## config.mk

```make
export PLATFORM = sky130hd
export DESIGN_NAME = text_line_segmenter
export DESIGN_NICKNAME = d
export VERILOG_FILES = /design/src/rtl/tls_pkg.sv /design/src/rtl/tls_front.sv /design/src/rtl/tls_queue.sv /design/src/rtl/tls_divider.sv /design/src/rtl/tls_back.sv /design/src/rtl/text_line_segmenter.sv
export VERILOG_INCLUDE_DIRS = /design/src /design/src/rtl
export SDC_FILE = /design/constraint.sdc
export NUM_CORES = 1
export LEC_CHECK = 0
export BUFFER_PORTS_ARGS = -buffer_cell sky130_fd_sc_hd__buf_4
export CAP_MARGIN = 20
export CORE_MARGIN = 3
export CORE_UTILIZATION = 45
export CTS_BUF_LIST = sky130_fd_sc_hd__clkbuf_8
export DETAILED_ROUTE_END_ITERATION = 16
export GPL_TIMING_DRIVEN = 1
export SLEW_MARGIN = 25
export SYNTH_ARGS = -nofsm -noshare
export SYNTH_HDL_FRONTEND = slang
export SYNTH_SLANG_ARGS = --single-unit
```

## constraint.sdc

```tcl
create_clock -name clk -period 5.84 [get_ports clk]
set_input_delay 0.292 -clock clk [delete_from_list [all_inputs] [get_ports clk]]
set_output_delay 0.292 -clock clk [all_outputs]
set_load 0.005 [all_outputs]
```

## src/rtl/text_line_segmenter_defines.svh

```systemverilog
// Assertion macros shared by the text line segmenter RTL.
// Depends on nothing; users must provide clk and rst_n in scope.
`ifndef TEXT_LINE_SEGMENTER_DEFINES_SVH
`define TEXT_LINE_SEGMENTER_DEFINES_SVH

// Same-cycle implication, disabled during reset
`define TLS_ASSERT_IMPL(lbl, ante, cons, msg) \
    lbl: assert property (@(posedge clk) disable iff (!rst_n) (ante) |-> (cons)) \
        else $error(msg);

// Next-cycle implication, disabled during reset
`define TLS_ASSERT_NEXT(lbl, ante, cons, msg) \
    lbl: assert property (@(posedge clk) disable iff (!rst_n) (ante) |=> (cons)) \
        else $error(msg);

`endif

```

## src/rtl/tls_pkg.sv

```systemverilog
// Types, constants and register codes for the text line segmenter.
// Depends on nothing; imported by every module of the block.
package tls_pkg;

    localparam int ROW_W      = 12;
    localparam int INK_W      = 12;
    localparam int LEVEL_W    = 10;
    localparam int COUNT_W    = 8;
    localparam int FROM_W     = 13;
    localparam int WIDTH_W    = 12;
    localparam int CFG_IDX_W  = 3;
    localparam int CFG_DATA_W = 12;
    localparam int PRODUCT_W  = INK_W + LEVEL_W;
    localparam int STEP_W     = 4;

    localparam logic [ROW_W-1:0]   ROW_LAST  = '1;
    localparam logic [LEVEL_W-1:0] PER_MILLE = 10'd1000;
    localparam logic [LEVEL_W-1:0] LEVEL_MAX = '1;
    localparam logic [COUNT_W-1:0] LINE_LIMIT_RESET = '1;

    localparam int QUEUE_DEPTH_DEF = 2;

    typedef enum logic [CFG_IDX_W-1:0] {
        CFG_COLUMN_HEIGHT   = 3'd0,
        CFG_COLUMN_WIDTH    = 3'd1,
        CFG_START_LEVEL     = 3'd2,
        CFG_END_LEVEL       = 3'd3,
        CFG_MIN_LINE_HEIGHT = 3'd4,
        CFG_LINE_GAP        = 3'd5,
        CFG_LINE_LIMIT      = 3'd6
    } cfg_index_t;

    typedef struct packed {
        logic [ROW_W-1:0]   column_height;
        logic [WIDTH_W-1:0] column_width;
        logic [LEVEL_W-1:0] start_level;
        logic [LEVEL_W-1:0] end_level;
        logic [ROW_W-1:0]   min_line_height;
        logic [ROW_W-1:0]   line_gap;
        logic [COUNT_W-1:0] line_limit;
    } cfg_t;

    typedef struct packed {
        logic             first_row;
        logic             beyond;
        logic [ROW_W-1:0] row;
        logic [INK_W-1:0] ink;
    } row_entry_t;

    typedef enum logic [2:0] {
        B_IDLE,
        B_CHECK,
        B_DIV,
        B_APPLY
    } back_state_t;

    typedef enum logic [1:0] {
        D_IDLE,
        D_CHECK,
        D_ITER
    } div_state_t;

endpackage

```

## src/rtl/tls_front.sv

```systemverilog
// Front end: accepts rows, tracks the row number and flags rows past the column.
// Depends on tls_pkg; feeds tls_queue.
module tls_front
    import tls_pkg::*;
(
    input  logic             clk,
    input  logic             rst_n,
    input  logic             in_valid,
    output logic             in_stall,
    input  logic             first_row,
    input  logic [INK_W-1:0] ink_count,
    input  logic [ROW_W-1:0] column_height,
    input  logic             queue_full,
    output logic             push,
    output row_entry_t       push_data
);

    logic [ROW_W-1:0] row_cnt_reg;
    logic [ROW_W-1:0] row_cnt_next;
    logic [ROW_W-1:0] row;

    assign in_stall = queue_full;
    assign push     = in_valid && !queue_full;
    assign row      = first_row ? '0 : row_cnt_reg;

    always_comb
    begin
        row_cnt_next = row_cnt_reg;
        if (push)
        begin
            // saturate at the last row
            row_cnt_next = (row < ROW_LAST) ? row + 1'b1 : ROW_LAST;
        end
    end

    always_comb
    begin
        push_data.first_row = first_row;
        push_data.beyond    = (row >= column_height);
        push_data.row       = row;
        push_data.ink       = ink_count;
    end

    always_ff @(posedge clk or negedge rst_n)
    begin
        if (!rst_n)
        begin
            row_cnt_reg <= '0;
        end
        else
        begin
            row_cnt_reg <= row_cnt_next;
        end
    end

endmodule

```

## src/rtl/tls_queue.sv

```systemverilog
// Short row queue between the front end and the back end.
// Depends on tls_pkg for the entry type.
module tls_queue
    import tls_pkg::*;
#(
    parameter int DEPTH = QUEUE_DEPTH_DEF
)
(
    input  logic       clk,
    input  logic       rst_n,
    input  logic       push,
    input  row_entry_t push_data,
    output logic       full,
    input  logic       pop,
    output logic       empty,
    output row_entry_t pop_data
);

    localparam int PTR_W = (DEPTH > 1) ? $clog2(DEPTH) : 1;
    localparam int CNT_W = $clog2(DEPTH + 1);

    row_entry_t       mem_reg [DEPTH];
    logic [PTR_W-1:0] wr_ptr_reg;
    logic [PTR_W-1:0] wr_ptr_next;
    logic [PTR_W-1:0] rd_ptr_reg;
    logic [PTR_W-1:0] rd_ptr_next;
    logic [CNT_W-1:0] count_reg;
    logic [CNT_W-1:0] count_next;

    assign full     = (count_reg == CNT_W'(DEPTH));
    assign empty    = (count_reg == '0);
    assign pop_data = mem_reg[rd_ptr_reg];

    always_comb
    begin
        wr_ptr_next = wr_ptr_reg;
        rd_ptr_next = rd_ptr_reg;
        count_next  = count_reg;
        if (push)
        begin
            wr_ptr_next = (wr_ptr_reg == PTR_W'(DEPTH - 1)) ? '0 : wr_ptr_reg + 1'b1;
        end
        if (pop)
        begin
            rd_ptr_next = (rd_ptr_reg == PTR_W'(DEPTH - 1)) ? '0 : rd_ptr_reg + 1'b1;
        end
        case ({push, pop})
            2'b10:   count_next = count_reg + 1'b1;
            2'b01:   count_next = count_reg - 1'b1;
            default: count_next = count_reg;
        endcase
    end

    always_ff @(posedge clk or negedge rst_n)
    begin
        if (!rst_n)
        begin
            wr_ptr_reg <= '0;
            rd_ptr_reg <= '0;
            count_reg  <= '0;
        end
        else
        begin
            wr_ptr_reg <= wr_ptr_next;
            rd_ptr_reg <= rd_ptr_next;
            count_reg  <= count_next;
        end
    end

    always_ff @(posedge clk)
    begin
        if (push)
        begin
            mem_reg[wr_ptr_reg] <= push_data;
        end
    end

endmodule

```

## src/rtl/tls_divider.sv

```systemverilog
// Per-mille scaling unit: 1000 * ink / width, saturated to the level range.
// Depends on tls_pkg; restoring division, one quotient bit per cycle.
module tls_divider
    import tls_pkg::*;
(
    input  logic               clk,
    input  logic               rst_n,
    input  logic               start,
    input  logic [INK_W-1:0]   ink,
    input  logic [WIDTH_W-1:0] width,
    output logic               done,
    output logic [LEVEL_W-1:0] level
);

    div_state_t           state_reg;
    div_state_t           state_next;
    logic [PRODUCT_W-1:0] product_reg;
    logic [PRODUCT_W-1:0] product_next;
    logic [WIDTH_W-1:0]   width_reg;
    logic [WIDTH_W-1:0]   width_next;
    logic [WIDTH_W-1:0]   rem_reg;
    logic [WIDTH_W-1:0]   rem_next;
    logic [LEVEL_W-1:0]   quot_reg;
    logic [LEVEL_W-1:0]   quot_next;
    logic [STEP_W-1:0]    step_reg;
    logic [STEP_W-1:0]    step_next;
    logic                 done_reg;
    logic                 done_next;
    logic [WIDTH_W:0]     trial;

    assign done  = done_reg;
    assign level = quot_reg;
    assign trial = {rem_reg, product_reg[LEVEL_W-1]};

    always_comb
    begin
        state_next   = state_reg;
        product_next = product_reg;
        width_next   = width_reg;
        rem_next     = rem_reg;
        quot_next    = quot_reg;
        step_next    = step_reg;
        done_next    = 1'b0;
        case (state_reg)
            D_IDLE:
            begin
                if (start)
                begin
                    product_next = PRODUCT_W'(ink) * PRODUCT_W'(PER_MILLE);
                    width_next   = width;
                    state_next   = D_CHECK;
                end
            end
            D_CHECK:
            begin
                // quotient would not fit the level range: saturate
                if (product_reg >= {width_reg, {LEVEL_W{1'b0}}})
                begin
                    quot_next  = LEVEL_MAX;
                    done_next  = 1'b1;
                    state_next = D_IDLE;
                end
                else
                begin
                    rem_next   = product_reg[PRODUCT_W-1:LEVEL_W];
                    quot_next  = '0;
                    step_next  = '0;
                    state_next = D_ITER;
                end
            end
            D_ITER:
            begin
                product_next = {product_reg[PRODUCT_W-2:0], 1'b0};
                if (trial >= {1'b0, width_reg})
                begin
                    rem_next  = WIDTH_W'(trial - {1'b0, width_reg});
                    quot_next = {quot_reg[LEVEL_W-2:0], 1'b1};
                end
                else
                begin
                    rem_next  = trial[WIDTH_W-1:0];
                    quot_next = {quot_reg[LEVEL_W-2:0], 1'b0};
                end
                step_next = step_reg + 1'b1;
                if (step_reg == STEP_W'(LEVEL_W - 1))
                begin
                    done_next  = 1'b1;
                    state_next = D_IDLE;
                end
            end
            default:
            begin
                state_next = D_IDLE;
            end
        endcase
    end

    always_ff @(posedge clk or negedge rst_n)
    begin
        if (!rst_n)
        begin
            state_reg <= D_IDLE;
            done_reg  <= 1'b0;
            step_reg  <= '0;
        end
        else
        begin
            state_reg <= state_next;
            done_reg  <= done_next;
            step_reg  <= step_next;
        end
    end

    always_ff @(posedge clk)
    begin
        product_reg <= product_next;
        width_reg   <= width_next;
        rem_reg     <= rem_next;
        quot_reg    <= quot_next;
    end

endmodule

```

## src/rtl/tls_back.sv

```systemverilog
// Back end: line search state, level scaling control and the result register.
// Depends on tls_pkg, tls_divider and the assertion macros header.
`include "text_line_segmenter_defines.svh"

module tls_back
    import tls_pkg::*;
(
    input  logic               clk,
    input  logic               rst_n,
    input  cfg_t               cfg,
    input  logic               queue_empty,
    output logic               queue_pop,
    input  row_entry_t         queue_data,
    output logic               out_valid,
    input  logic               out_stall,
    output logic [ROW_W-1:0]   line_top,
    output logic [ROW_W-1:0]   line_bottom,
    output logic [COUNT_W-1:0] line_index
);

    back_state_t        state_reg;
    back_state_t        state_next;
    row_entry_t         entry_reg;
    row_entry_t         entry_next;
    logic [LEVEL_W-1:0] lv_reg;
    logic [LEVEL_W-1:0] lv_next;
    logic               inside_reg;
    logic               inside_next;
    logic [ROW_W-1:0]   open_top_reg;
    logic [ROW_W-1:0]   open_top_next;
    logic [LEVEL_W-1:0] prev_reg;
    logic [LEVEL_W-1:0] prev_next;
    logic [COUNT_W-1:0] lines_reg;
    logic [COUNT_W-1:0] lines_next;
    logic [FROM_W-1:0]  search_from_reg;
    logic [FROM_W-1:0]  search_from_next;
    logic               search_done_reg;
    logic               search_done_next;
    logic               out_valid_reg;
    logic               out_valid_next;
    logic [ROW_W-1:0]   line_top_reg;
    logic [ROW_W-1:0]   line_top_next;
    logic [ROW_W-1:0]   line_bottom_reg;
    logic [ROW_W-1:0]   line_bottom_next;
    logic [COUNT_W-1:0] line_index_reg;
    logic [COUNT_W-1:0] line_index_next;

    logic               div_start;
    logic               div_done;
    logic [LEVEL_W-1:0] div_level;
    logic               close_ok;
    logic [COUNT_W-1:0] lines_inc;

    tls_divider u_divider (
        .clk   (clk),
        .rst_n (rst_n),
        .start (div_start),
        .ink   (entry_reg.ink),
        .width (cfg.column_width),
        .done  (div_done),
        .level (div_level)
    );

    assign out_valid   = out_valid_reg;
    assign line_top    = line_top_reg;
    assign line_bottom = line_bottom_reg;
    assign line_index  = line_index_reg;
    assign lines_inc   = lines_reg + 1'b1;

    assign close_ok = inside_reg && (lv_reg <= cfg.end_level)
                   && ((entry_reg.row - open_top_reg) > cfg.min_line_height)
                   && (lv_reg >= prev_reg);

    always_comb
    begin
        state_next       = state_reg;
        entry_next       = entry_reg;
        lv_next          = lv_reg;
        inside_next      = inside_reg;
        open_top_next    = open_top_reg;
        prev_next        = prev_reg;
        lines_next       = lines_reg;
        search_from_next = search_from_reg;
        search_done_next = search_done_reg;
        out_valid_next   = out_valid_reg && out_stall;
        line_top_next    = line_top_reg;
        line_bottom_next = line_bottom_reg;
        line_index_next  = line_index_reg;
        queue_pop        = 1'b0;
        div_start        = 1'b0;
        case (state_reg)
            B_IDLE:
            begin
                if (!queue_empty)
                begin
                    queue_pop  = 1'b1;
                    entry_next = queue_data;
                    // new column: restart the search
                    if (queue_data.first_row)
                    begin
                        inside_next      = 1'b0;
                        open_top_next    = '0;
                        prev_next        = '0;
                        lines_next       = '0;
                        search_from_next = '0;
                        search_done_next = 1'b0;
                    end
                    state_next = B_CHECK;
                end
            end
            B_CHECK:
            begin
                if (entry_reg.beyond || search_done_reg || (lines_reg >= cfg.line_limit))
                begin
                    search_done_next = 1'b1;
                    state_next       = B_IDLE;
                end
                else if ({1'b0, entry_reg.row} < search_from_reg)
                begin
                    state_next = B_IDLE;
                end
                else if (cfg.column_width == '0)
                begin
                    lv_next = (entry_reg.ink > INK_W'(LEVEL_MAX)) ? LEVEL_MAX
                                                                  : entry_reg.ink[LEVEL_W-1:0];
                    state_next = B_APPLY;
                end
                else
                begin
                    div_start  = 1'b1;
                    state_next = B_DIV;
                end
            end
            B_DIV:
            begin
                if (div_done)
                begin
                    lv_next    = div_level;
                    state_next = B_APPLY;
                end
            end
            B_APPLY:
            begin
                if (close_ok)
                begin
                    // hold until the result register is free
                    if (!(out_valid_reg && out_stall))
                    begin
                        out_valid_next   = 1'b1;
                        line_top_next    = open_top_reg;
                        line_bottom_next = entry_reg.row;
                        line_index_next  = lines_reg;
                        lines_next       = lines_inc;
                        inside_next      = 1'b0;
                        prev_next        = '0;
                        search_from_next = FROM_W'({1'b0, entry_reg.row} + {1'b0, cfg.line_gap});
                        if (lines_inc >= cfg.line_limit)
                        begin
                            search_done_next = 1'b1;
                        end
                        else if (cfg.line_gap == '0)
                        begin
                            if (lv_reg >= cfg.start_level)
                            begin
                                open_top_next = entry_reg.row;
                                inside_next   = 1'b1;
                            end
                            prev_next = lv_reg;
                        end
                        state_next = B_IDLE;
                    end
                end
                else
                begin
                    if (!inside_reg && (lv_reg >= cfg.start_level))
                    begin
                        open_top_next = entry_reg.row;
                        inside_next   = 1'b1;
                    end
                    prev_next  = lv_reg;
                    state_next = B_IDLE;
                end
            end
            default:
            begin
                state_next = B_IDLE;
            end
        endcase
    end

    always_ff @(posedge clk or negedge rst_n)
    begin
        if (!rst_n)
        begin
            state_reg       <= B_IDLE;
            inside_reg      <= 1'b0;
            open_top_reg    <= '0;
            prev_reg        <= '0;
            lines_reg       <= '0;
            search_from_reg <= '0;
            search_done_reg <= 1'b0;
            out_valid_reg   <= 1'b0;
        end
        else
        begin
            state_reg       <= state_next;
            inside_reg      <= inside_next;
            open_top_reg    <= open_top_next;
            prev_reg        <= prev_next;
            lines_reg       <= lines_next;
            search_from_reg <= search_from_next;
            search_done_reg <= search_done_next;
            out_valid_reg   <= out_valid_next;
        end
    end

    always_ff @(posedge clk)
    begin
        entry_reg       <= entry_next;
        lv_reg          <= lv_next;
        line_top_reg    <= line_top_next;
        line_bottom_reg <= line_bottom_next;
        line_index_reg  <= line_index_next;
    end

    `TLS_ASSERT_IMPL(a_div_done_while_waiting, div_done, state_reg == B_DIV,
                     "divider finished while back end was not waiting")
    `TLS_ASSERT_IMPL(a_line_ordered, out_valid_reg, line_bottom_reg > line_top_reg,
                     "reported line bottom not below its top")
    `TLS_ASSERT_NEXT(a_beyond_ends_search, state_reg == B_CHECK && entry_reg.beyond,
                     search_done_reg && state_reg == B_IDLE,
                     "row past the column did not end the search")

endmodule

```

## src/rtl/text_line_segmenter.sv

```systemverilog
// Text line segmenter: finds text lines in a column from per-row ink counts and reports
// each line's top row, bottom row and ordinal. In the back end a skipped row (past the
// column, search finished or inside a gap) goes from the check state back to idle; at a
// zero column width the level is the ink count, saturated; otherwise the per-mille scaling
// is a restoring divider that yields one quotient bit per cycle over ten steps, with a
// range check before them that may saturate the level and a hand-off after. A closing row
// also waits for as long as an earlier result is stalled. A queue of QUEUE_DEPTH rows lets
// the input keep transferring while the back end works or waits on a stalled result; write
// registers only while no row is in flight. There is no clearing pass after reset.
module text_line_segmenter
    import tls_pkg::*;
#(
    parameter int QUEUE_DEPTH = QUEUE_DEPTH_DEF
)
(
    input  logic                  clk,
    input  logic                  rst_n,
    input  logic                  cfg_we,
    input  logic [CFG_IDX_W-1:0]  cfg_index,
    input  logic [CFG_DATA_W-1:0] cfg_wdata,
    input  logic                  in_valid,
    output logic                  in_stall,
    input  logic                  first_row,
    input  logic [INK_W-1:0]      ink_count,
    output logic                  out_valid,
    input  logic                  out_stall,
    output logic [ROW_W-1:0]      line_top,
    output logic [ROW_W-1:0]      line_bottom,
    output logic [COUNT_W-1:0]    line_index
);

    cfg_t        cfg_reg;
    cfg_t        cfg_next;
    logic        q_push;
    logic        q_full;
    logic        q_pop;
    logic        q_empty;
    row_entry_t  push_data;
    row_entry_t  pop_data;

    always_comb
    begin
        cfg_next = cfg_reg;
        if (cfg_we)
        begin
            case (cfg_index)
                CFG_COLUMN_HEIGHT:   cfg_next.column_height   = cfg_wdata[ROW_W-1:0];
                CFG_COLUMN_WIDTH:    cfg_next.column_width    = cfg_wdata[WIDTH_W-1:0];
                CFG_START_LEVEL:     cfg_next.start_level     = cfg_wdata[LEVEL_W-1:0];
                CFG_END_LEVEL:       cfg_next.end_level       = cfg_wdata[LEVEL_W-1:0];
                CFG_MIN_LINE_HEIGHT: cfg_next.min_line_height = cfg_wdata[ROW_W-1:0];
                CFG_LINE_GAP:        cfg_next.line_gap        = cfg_wdata[ROW_W-1:0];
                CFG_LINE_LIMIT:      cfg_next.line_limit      = cfg_wdata[COUNT_W-1:0];
                default:             cfg_next = cfg_reg;
            endcase
        end
    end

    always_ff @(posedge clk or negedge rst_n)
    begin
        if (!rst_n)
        begin
            cfg_reg.column_height   <= '0;
            cfg_reg.column_width    <= '0;
            cfg_reg.start_level     <= '0;
            cfg_reg.end_level       <= '0;
            cfg_reg.min_line_height <= '0;
            cfg_reg.line_gap        <= '0;
            cfg_reg.line_limit      <= LINE_LIMIT_RESET;
        end
        else
        begin
            cfg_reg <= cfg_next;
        end
    end

    tls_front u_front (
        .clk           (clk),
        .rst_n         (rst_n),
        .in_valid      (in_valid),
        .in_stall      (in_stall),
        .first_row     (first_row),
        .ink_count     (ink_count),
        .column_height (cfg_reg.column_height),
        .queue_full    (q_full),
        .push          (q_push),
        .push_data     (push_data)
    );

    tls_queue #(
        .DEPTH (QUEUE_DEPTH)
    ) u_queue (
        .clk       (clk),
        .rst_n     (rst_n),
        .push      (q_push),
        .push_data (push_data),
        .full      (q_full),
        .pop       (q_pop),
        .empty     (q_empty),
        .pop_data  (pop_data)
    );

    tls_back u_back (
        .clk         (clk),
        .rst_n       (rst_n),
        .cfg         (cfg_reg),
        .queue_empty (q_empty),
        .queue_pop   (q_pop),
        .queue_data  (pop_data),
        .out_valid   (out_valid),
        .out_stall   (out_stall),
        .line_top    (line_top),
        .line_bottom (line_bottom),
        .line_index  (line_index)
    );

endmodule

```

# Word-level counts from Yosys, hierarchy flattened
# Memories as Yosys holds them, arrays and structs flattened.
# Cells that the tools add are included.
classes:
  add_sub_neg: 10
  mul: 1
  magnitude_cmp: 12
  eq_ne: 33
  muxes: 86
  bitwise_logic: 2
  n_reduce_logical: 42
op_table:
  columns: ["op", "n"]
  rows:
  - ["2-to-1 mux 12 bit", 12]
  - ["2-to-1 mux 10 bit", 12]
  - ["one-hot mux 10 bit (2 select lines)", 3]
  - ["2-to-1 mux 13 bit", 4]
  - ["one-hot mux 12 bit (2 select lines)", 2]
  - ["one-hot mux 22 bit (2 select lines)", 1]
  - ["2-to-1 mux 8 bit", 4]
  - ["2-to-1 mux 1 bit", 28]
  - ["one-hot mux 13 bit (2 select lines)", 1]
  - ["zero test 12 bit", 2]
  - ["AND reduction 2 bit", 12]
  - ["subtractor 12 bit", 2]
  - [">= comparator 22 bit", 1]
  - ["2-to-1 mux 22 bit", 1]
  - [">= comparator 10 bit", 2]
  - ["multiplier 12 x 7 -> 19 bit (second input constant)", 1]
  - ["2-to-1 mux 3 bit", 6]
  - [">= comparator 8 bit", 2]
  - ["one-hot mux 8 bit (2 select lines)", 1]
  - ["AND reduction 5 bit", 3]
  - ["!= test 2 bit (second input constant)", 7]
  - ["adder 12 x 12 -> 13 bit", 1]
  - [">= comparator 13 x 12 -> 1 bit", 1]
  - ["less-than comparator 12 x 13 -> 1 bit", 1]
  - ["40 further kinds", 76]
word_totals:
  register_bits: 271
  mem_bits_rw: 52
  inputBits: 33
  word_cells: 220
  n_memories: 1
memory_table:
  columns: ["name", "words", "word_bits", "read_ports", "rd_ports_with_merged_regs", "wr", "line_no", "rtl"]
  rows:
  - ["u_queue.mem_reg", 2, 26, 1, 0, 1, "tls_queue.sv:22", "row_entry_t mem_reg [DEPTH];"]

# Longest topological paths before layout
logic_depth:
  depth_word: 7
  mapped_depth: 20
  depth_no_buf: 18

# Hierarchy
# From an unflattened synthesis, not the netlist that was laid out.
hier_totals:
  hier_cells: 1561
  hier_area_um2: 18666.7
modules_own_cells:
  columns: ["module", "n_inst", "cells_per_inst", "area_each_um2"]
  rows:
  - ["tls_back", 1, 610, 6804.0]
  - ["tls_divider", 1, 540, 5460.2]
  - ["text_line_segmenter", 1, 165, 3026.7]
  - ["tls_queue", 1, 97, 2160.8]
  - ["tls_front", 1, 149, 1214.9]

# Worst setup path after synthesis
# OpenSTA, ideal clock, no wires.
synth_timing:
  kind: "reg-to-reg"
  startpoint: "register u_back.entry_reg[3] (netlist name)"
  endpoint: "register u_back.u_divider.product_reg[20], data pin"
  setup_time_ns: 0.264
  arrival_time_ns: 4.384
  setup_slack_ns: 1.192
  path_stages_with_launch: 17
  n_path_buf: 0
  synth_period_minus_slack_ns: 4.648
  cell_sequence: "edfxtp_1 inv_1 fa_1 fa_1 inv_1 fa_1 inv_1 fa_1 inv_1 ha_1 and3_1 a2111o_1 o2bb2ai_1 a211o_1 a21oi_1 xor2_1 o21ai_1"
synth_between:
  elab_chain_cells: 3
synth_rtl:
  columns: ["item", "line_no", "rtl"]
  rows:
  - ["start, declared", "tls_back.sv:23", "row_entry_t entry_reg;"]
  - ["start signal, assigned", "tls_back.sv:219", "entry_reg <= entry_next;"]
  - ["multiplier 12 x 7 -> 19 bit", "tls_divider.sv:49", "product_next = PRODUCT_W'(ink) * PRODUCT_W'(PER_MILLE);"]
  - ["2-to-1 mux 22 bit", "tls_divider.sv:47", "if (start)"]
  - ["one-hot mux 22 bit (2 select lines)", "tls_divider.sv:44", "case (state_reg)"]
  - ["via u_back.u_divider.product_next[20]", "tls_divider.sv:18", "logic [PRODUCT_W-1:0] product_next;"]
  - ["end signal, assigned", "tls_divider.sv:116", "product_reg <= product_next;"]
  - ["end, declared", "tls_divider.sv:17", "logic [PRODUCT_W-1:0] product_reg;"]
# The timed path passes the listed nets, and every way through them passes these cells. The select of a mux whose other input is x is not followed.
# A chain may end at the register's enable or synchronous reset.

# Final worst setup path
layout_timing:
  startpoint: "register u_back.entry_reg[5] (netlist name)"
  endpoint: "register u_back.u_divider.product_reg[21], data pin"
# Same word-level chain as after synthesis.

==> summary.md <==
| Metric | Value |
|---|---|
| Syn_area_per_cell | `11.56 sq um` |
| Setup TNS | `0 ns` |
| Finish-stage setup viols | `0` |
| Core Footprint | `0.03982 sq mm` |
| Setup Skew | `0.02605 ns` |
| Num ports | `67` |
| Die Ht | `207.1 um` |
| Total gr overflow | `0` |
| Fin area | `0.02066 sq mm` |
| Setup bufs post-CTS | `0` |
| Initial core utilization | `0.4570` |
| Min-delay worst type | `in2reg` |
| Cell area after synthesis | `0.01820 sq mm` |
| Largest family of logic cells by synthesized area | `adder cells` |
| CTS Buf Count | `55` |
| Fmax achieved | `0.1978 GHz` |
| Die W | `207.1 um` |
| Clock tree buffer depth | `3` |
| Initial antenna violation count | `1` |
| Critical path type | `reg2reg` |
| CP required | `6.20 ns` |
| Simple-gate share of the synthesized area | `0.09116` |
| Ys flop type | `edfxtp_1` |
| Max_cap viols | `0` |
| Post-synth net total | `1831` |
| Total global routing track utilization | `0.1938` |
| Clock Latency Late Sink | `0.64 ns` |
| Worst Path Arrival | `5.42 ns` |
| Slew Limit Headroom | `0.3506` |
| Max FFs per register | `76` |
| Type of destination of the critical path | `flip-flop` |
| IO buf count | `66` |
| Status | `complete, no violations` |
| DRT iter0 DRCs | `744` |
| Clock root cell | `clkbuf_8` |
| RSZ-0062 raised after global routing | `no` |
| Hpwl dp | `30.24 mm` |
| XOR/XNOR Fraction of Synth Area | `0.02502` |
| Placement row count | `73` |
| Max Transition Viols Final | `0` |
| Final Hold Viols | `0` |
| RD Place Congestion | `0.8344` |
| Post-route ant nets | `0` |
| Measured slew at the worst slew-check pin | `0.9676 ns` |
| Post-Syn Instances | `1575` |
| Critical Path Fanout Max | `6` |
| Nets | `1954` |
| Synth warn | `0` |
| H-Tree Depth | `2` |
| Vias per inst | `5.364` |
| Sequential share of the synthesized area | `0.4865` |
| DRT Pass-1 Iters | `5` |
| Post-synthesis mux area share | `0.04744` |
| Number of global-route vias before repair | `12100` |
| Fill count | `3585` |
| Yosys cell types | `82` |
| Final period utilization | `0.8655` |
| Clock-pin transition on the worst setup and hold timing paths | `0.06 ns` |
| Post-synthesis compound-gate area fraction | `0.1318` |
| Synth Register Bits | `319` |
| Post-synth EDFFs | `172` |
| Routed vias | `12170` |
| CP Launch Type | `flip-flop` |
| Fin crit period | `5.054 ns` |
| Clk sink count | `319` |
| Ys async rst share | `0.4608` |
| Placed inst area | `0.01931 sq mm` |
| First-pass GRT wire length | `66.92 mm` |
| Largest net degree at the start of global routing | `103` |
| N_diodes | `0` |
| Area Growth Syn to Fin | `13.51%` |
| Synth Area in Adders | `0.1702` |
| Routed WL per cell | `18.29 um` |
| Final WL | `41.50 mm` |
| TritonCTS clock tree | `done` |
| Residual DRC | `0` |
| Die area | `0.04289 sq mm` |
| Share of layout cells above drive strength 1 | `0.1560` |
[stage by stage]
step                      hold slack (ns)  std cells  utilization  setup slack [ns]
after floorplan                 -0.003591       1575            -             1.192
after global placement             0.4631       2141       0.4848            0.8931
after detailed placement           0.4612       2141       0.4848            0.7924
after CTS                        0.009809       2269       0.5185            0.7463
after global routing              0.02447       2269       0.5188            0.3419
final                             0.05295       2269       0.5188            0.7857
[per-layer routing]
metal / GRT usage / up-vias / share of wire
met1: 0.2895 / 5952 / 0.50
met2: 0.2926 / 215 / 0.44
met3: 0.03256 / 64 / 0.040
li1: - / 5937 / -
met4: 0.05478 / 2 / 0.023
met5: 0 / - / 0.00031
[final timing paths]
check                                                   start  cells past startpoint                                    endpoint  slack [ns]
worst min-delay path                             cfg_wdata[0]                      2                     cfg_reg[20]$_DFFE_PN0P_        0.05
worst min register to register        cfg_reg[57]$_DFFE_PN0P_                      0     u_back.u_divider.width_reg[5]$_DFFE_PP_        0.48
worst max register to register  u_back.entry_reg[5]$_DFFE_PP_                     16  u_back.u_divider.product_reg[21]$_DFFE_PP_        0.79
min in group asynchronous                               rst_n                      2             u_back.lines_reg[2]$_DFFE_PN0P_        0.35
worst max-delay path            u_back.entry_reg[5]$_DFFE_PP_                     16  u_back.u_divider.product_reg[21]$_DFFE_PP_        0.79
max in group asynchronous                               rst_n                      3          u_front.row_cnt_reg[9]$_DFFE_PN0P_        4.33
[cell usage in the layout, fill, tap and decap left out, types with 9 or more instances in the layout]
master	count
buf_4	79
nor2b_1	24
nor3_1	16
and3_1	20
a211oi_1	12
dlygate4sd3_1	25
a22o_1	24
xnor2_1	27
mux2_2	74
o21a_1	12
a21o_1	31
inv_1	202
nand2_1	103
clkbuf_8	68
o211ai_1	9
o21ai_0	85
nand2b_1	18
fa_1	41
nor2_1	50
a31oi_1	22
a21oi_1	61
ha_1	181
edfxtp_1	172
xor2_1	25
nor4_1	12
o21ai_1	18
dfrtp_1	139
nand3_1	39
[cell type report]
type                            count  area (sq um)  area share
Tap cell                          525         656.9     0.03180
Timing Repair Buffer              105         857.1     0.04149
Multi-Input combinational cell   1032          8503      0.4116
Sequential cell                   319          8853      0.4286
Clock buffer                       67         922.1     0.04464
Clock inverter                     36         171.4    0.008297
Inverter                          185         694.4     0.03361
[worst max-delay path: stages, from the launching register on]
cell and delay (ns):
edfxtp_1 0.46, inv_1 0.21, fa_1 0.47, fa_1 0.51, inv_1 0.05, fa_1 0.49, inv_1 0.05, fa_1 0.49
inv_1 0.04, ha_1 0.36, a2111oi_0 0.43, o21ai_1 0.16, a41oi_1 0.45, o211ai_1 0.17, a31oi_1 0.22, xnor2_1 0.14
o21ai_1 0.07
[cells by family after synthesis]
| group | after synthesis |
|---|---|
| compound gates | 352 |
| xor+xnor | 52 |
| fa+ha+maj | 223 |
| buf+inv | 224 |
| flops | 319 |
| mux | 77 |
| simple gates | 328 |
[Yosys cell counts, drive strengths merged (19+ instances only)]
master  instances  area [sq um]
a21o           31         232.7
a21oi          63         322.8
a22o           24         210.2
a31oi          22         137.6
and3           20         125.1
clkbuf         28         105.1
dfrtp         139          3478
edfxtp        172          5165
fa             41         820.8
ha            182          2277
inv           184         690.7
mux2           74         833.3
nand2         103         386.6
nand3          39         195.2
nor2           52         195.2
nor2b          24         150.1
nor3           19         106.4
o21ai         103         515.5
xnor2          27         236.5
xor2           25         219.0
[timing repair]
item,CTS,global route
resized for setup,0,0
hold buffers,25,0
endpoints found under the hold margin,169,0
Power is not shown: default switching activity piles up to over one toggle a cycle in this logic, so the estimate is an artifact.
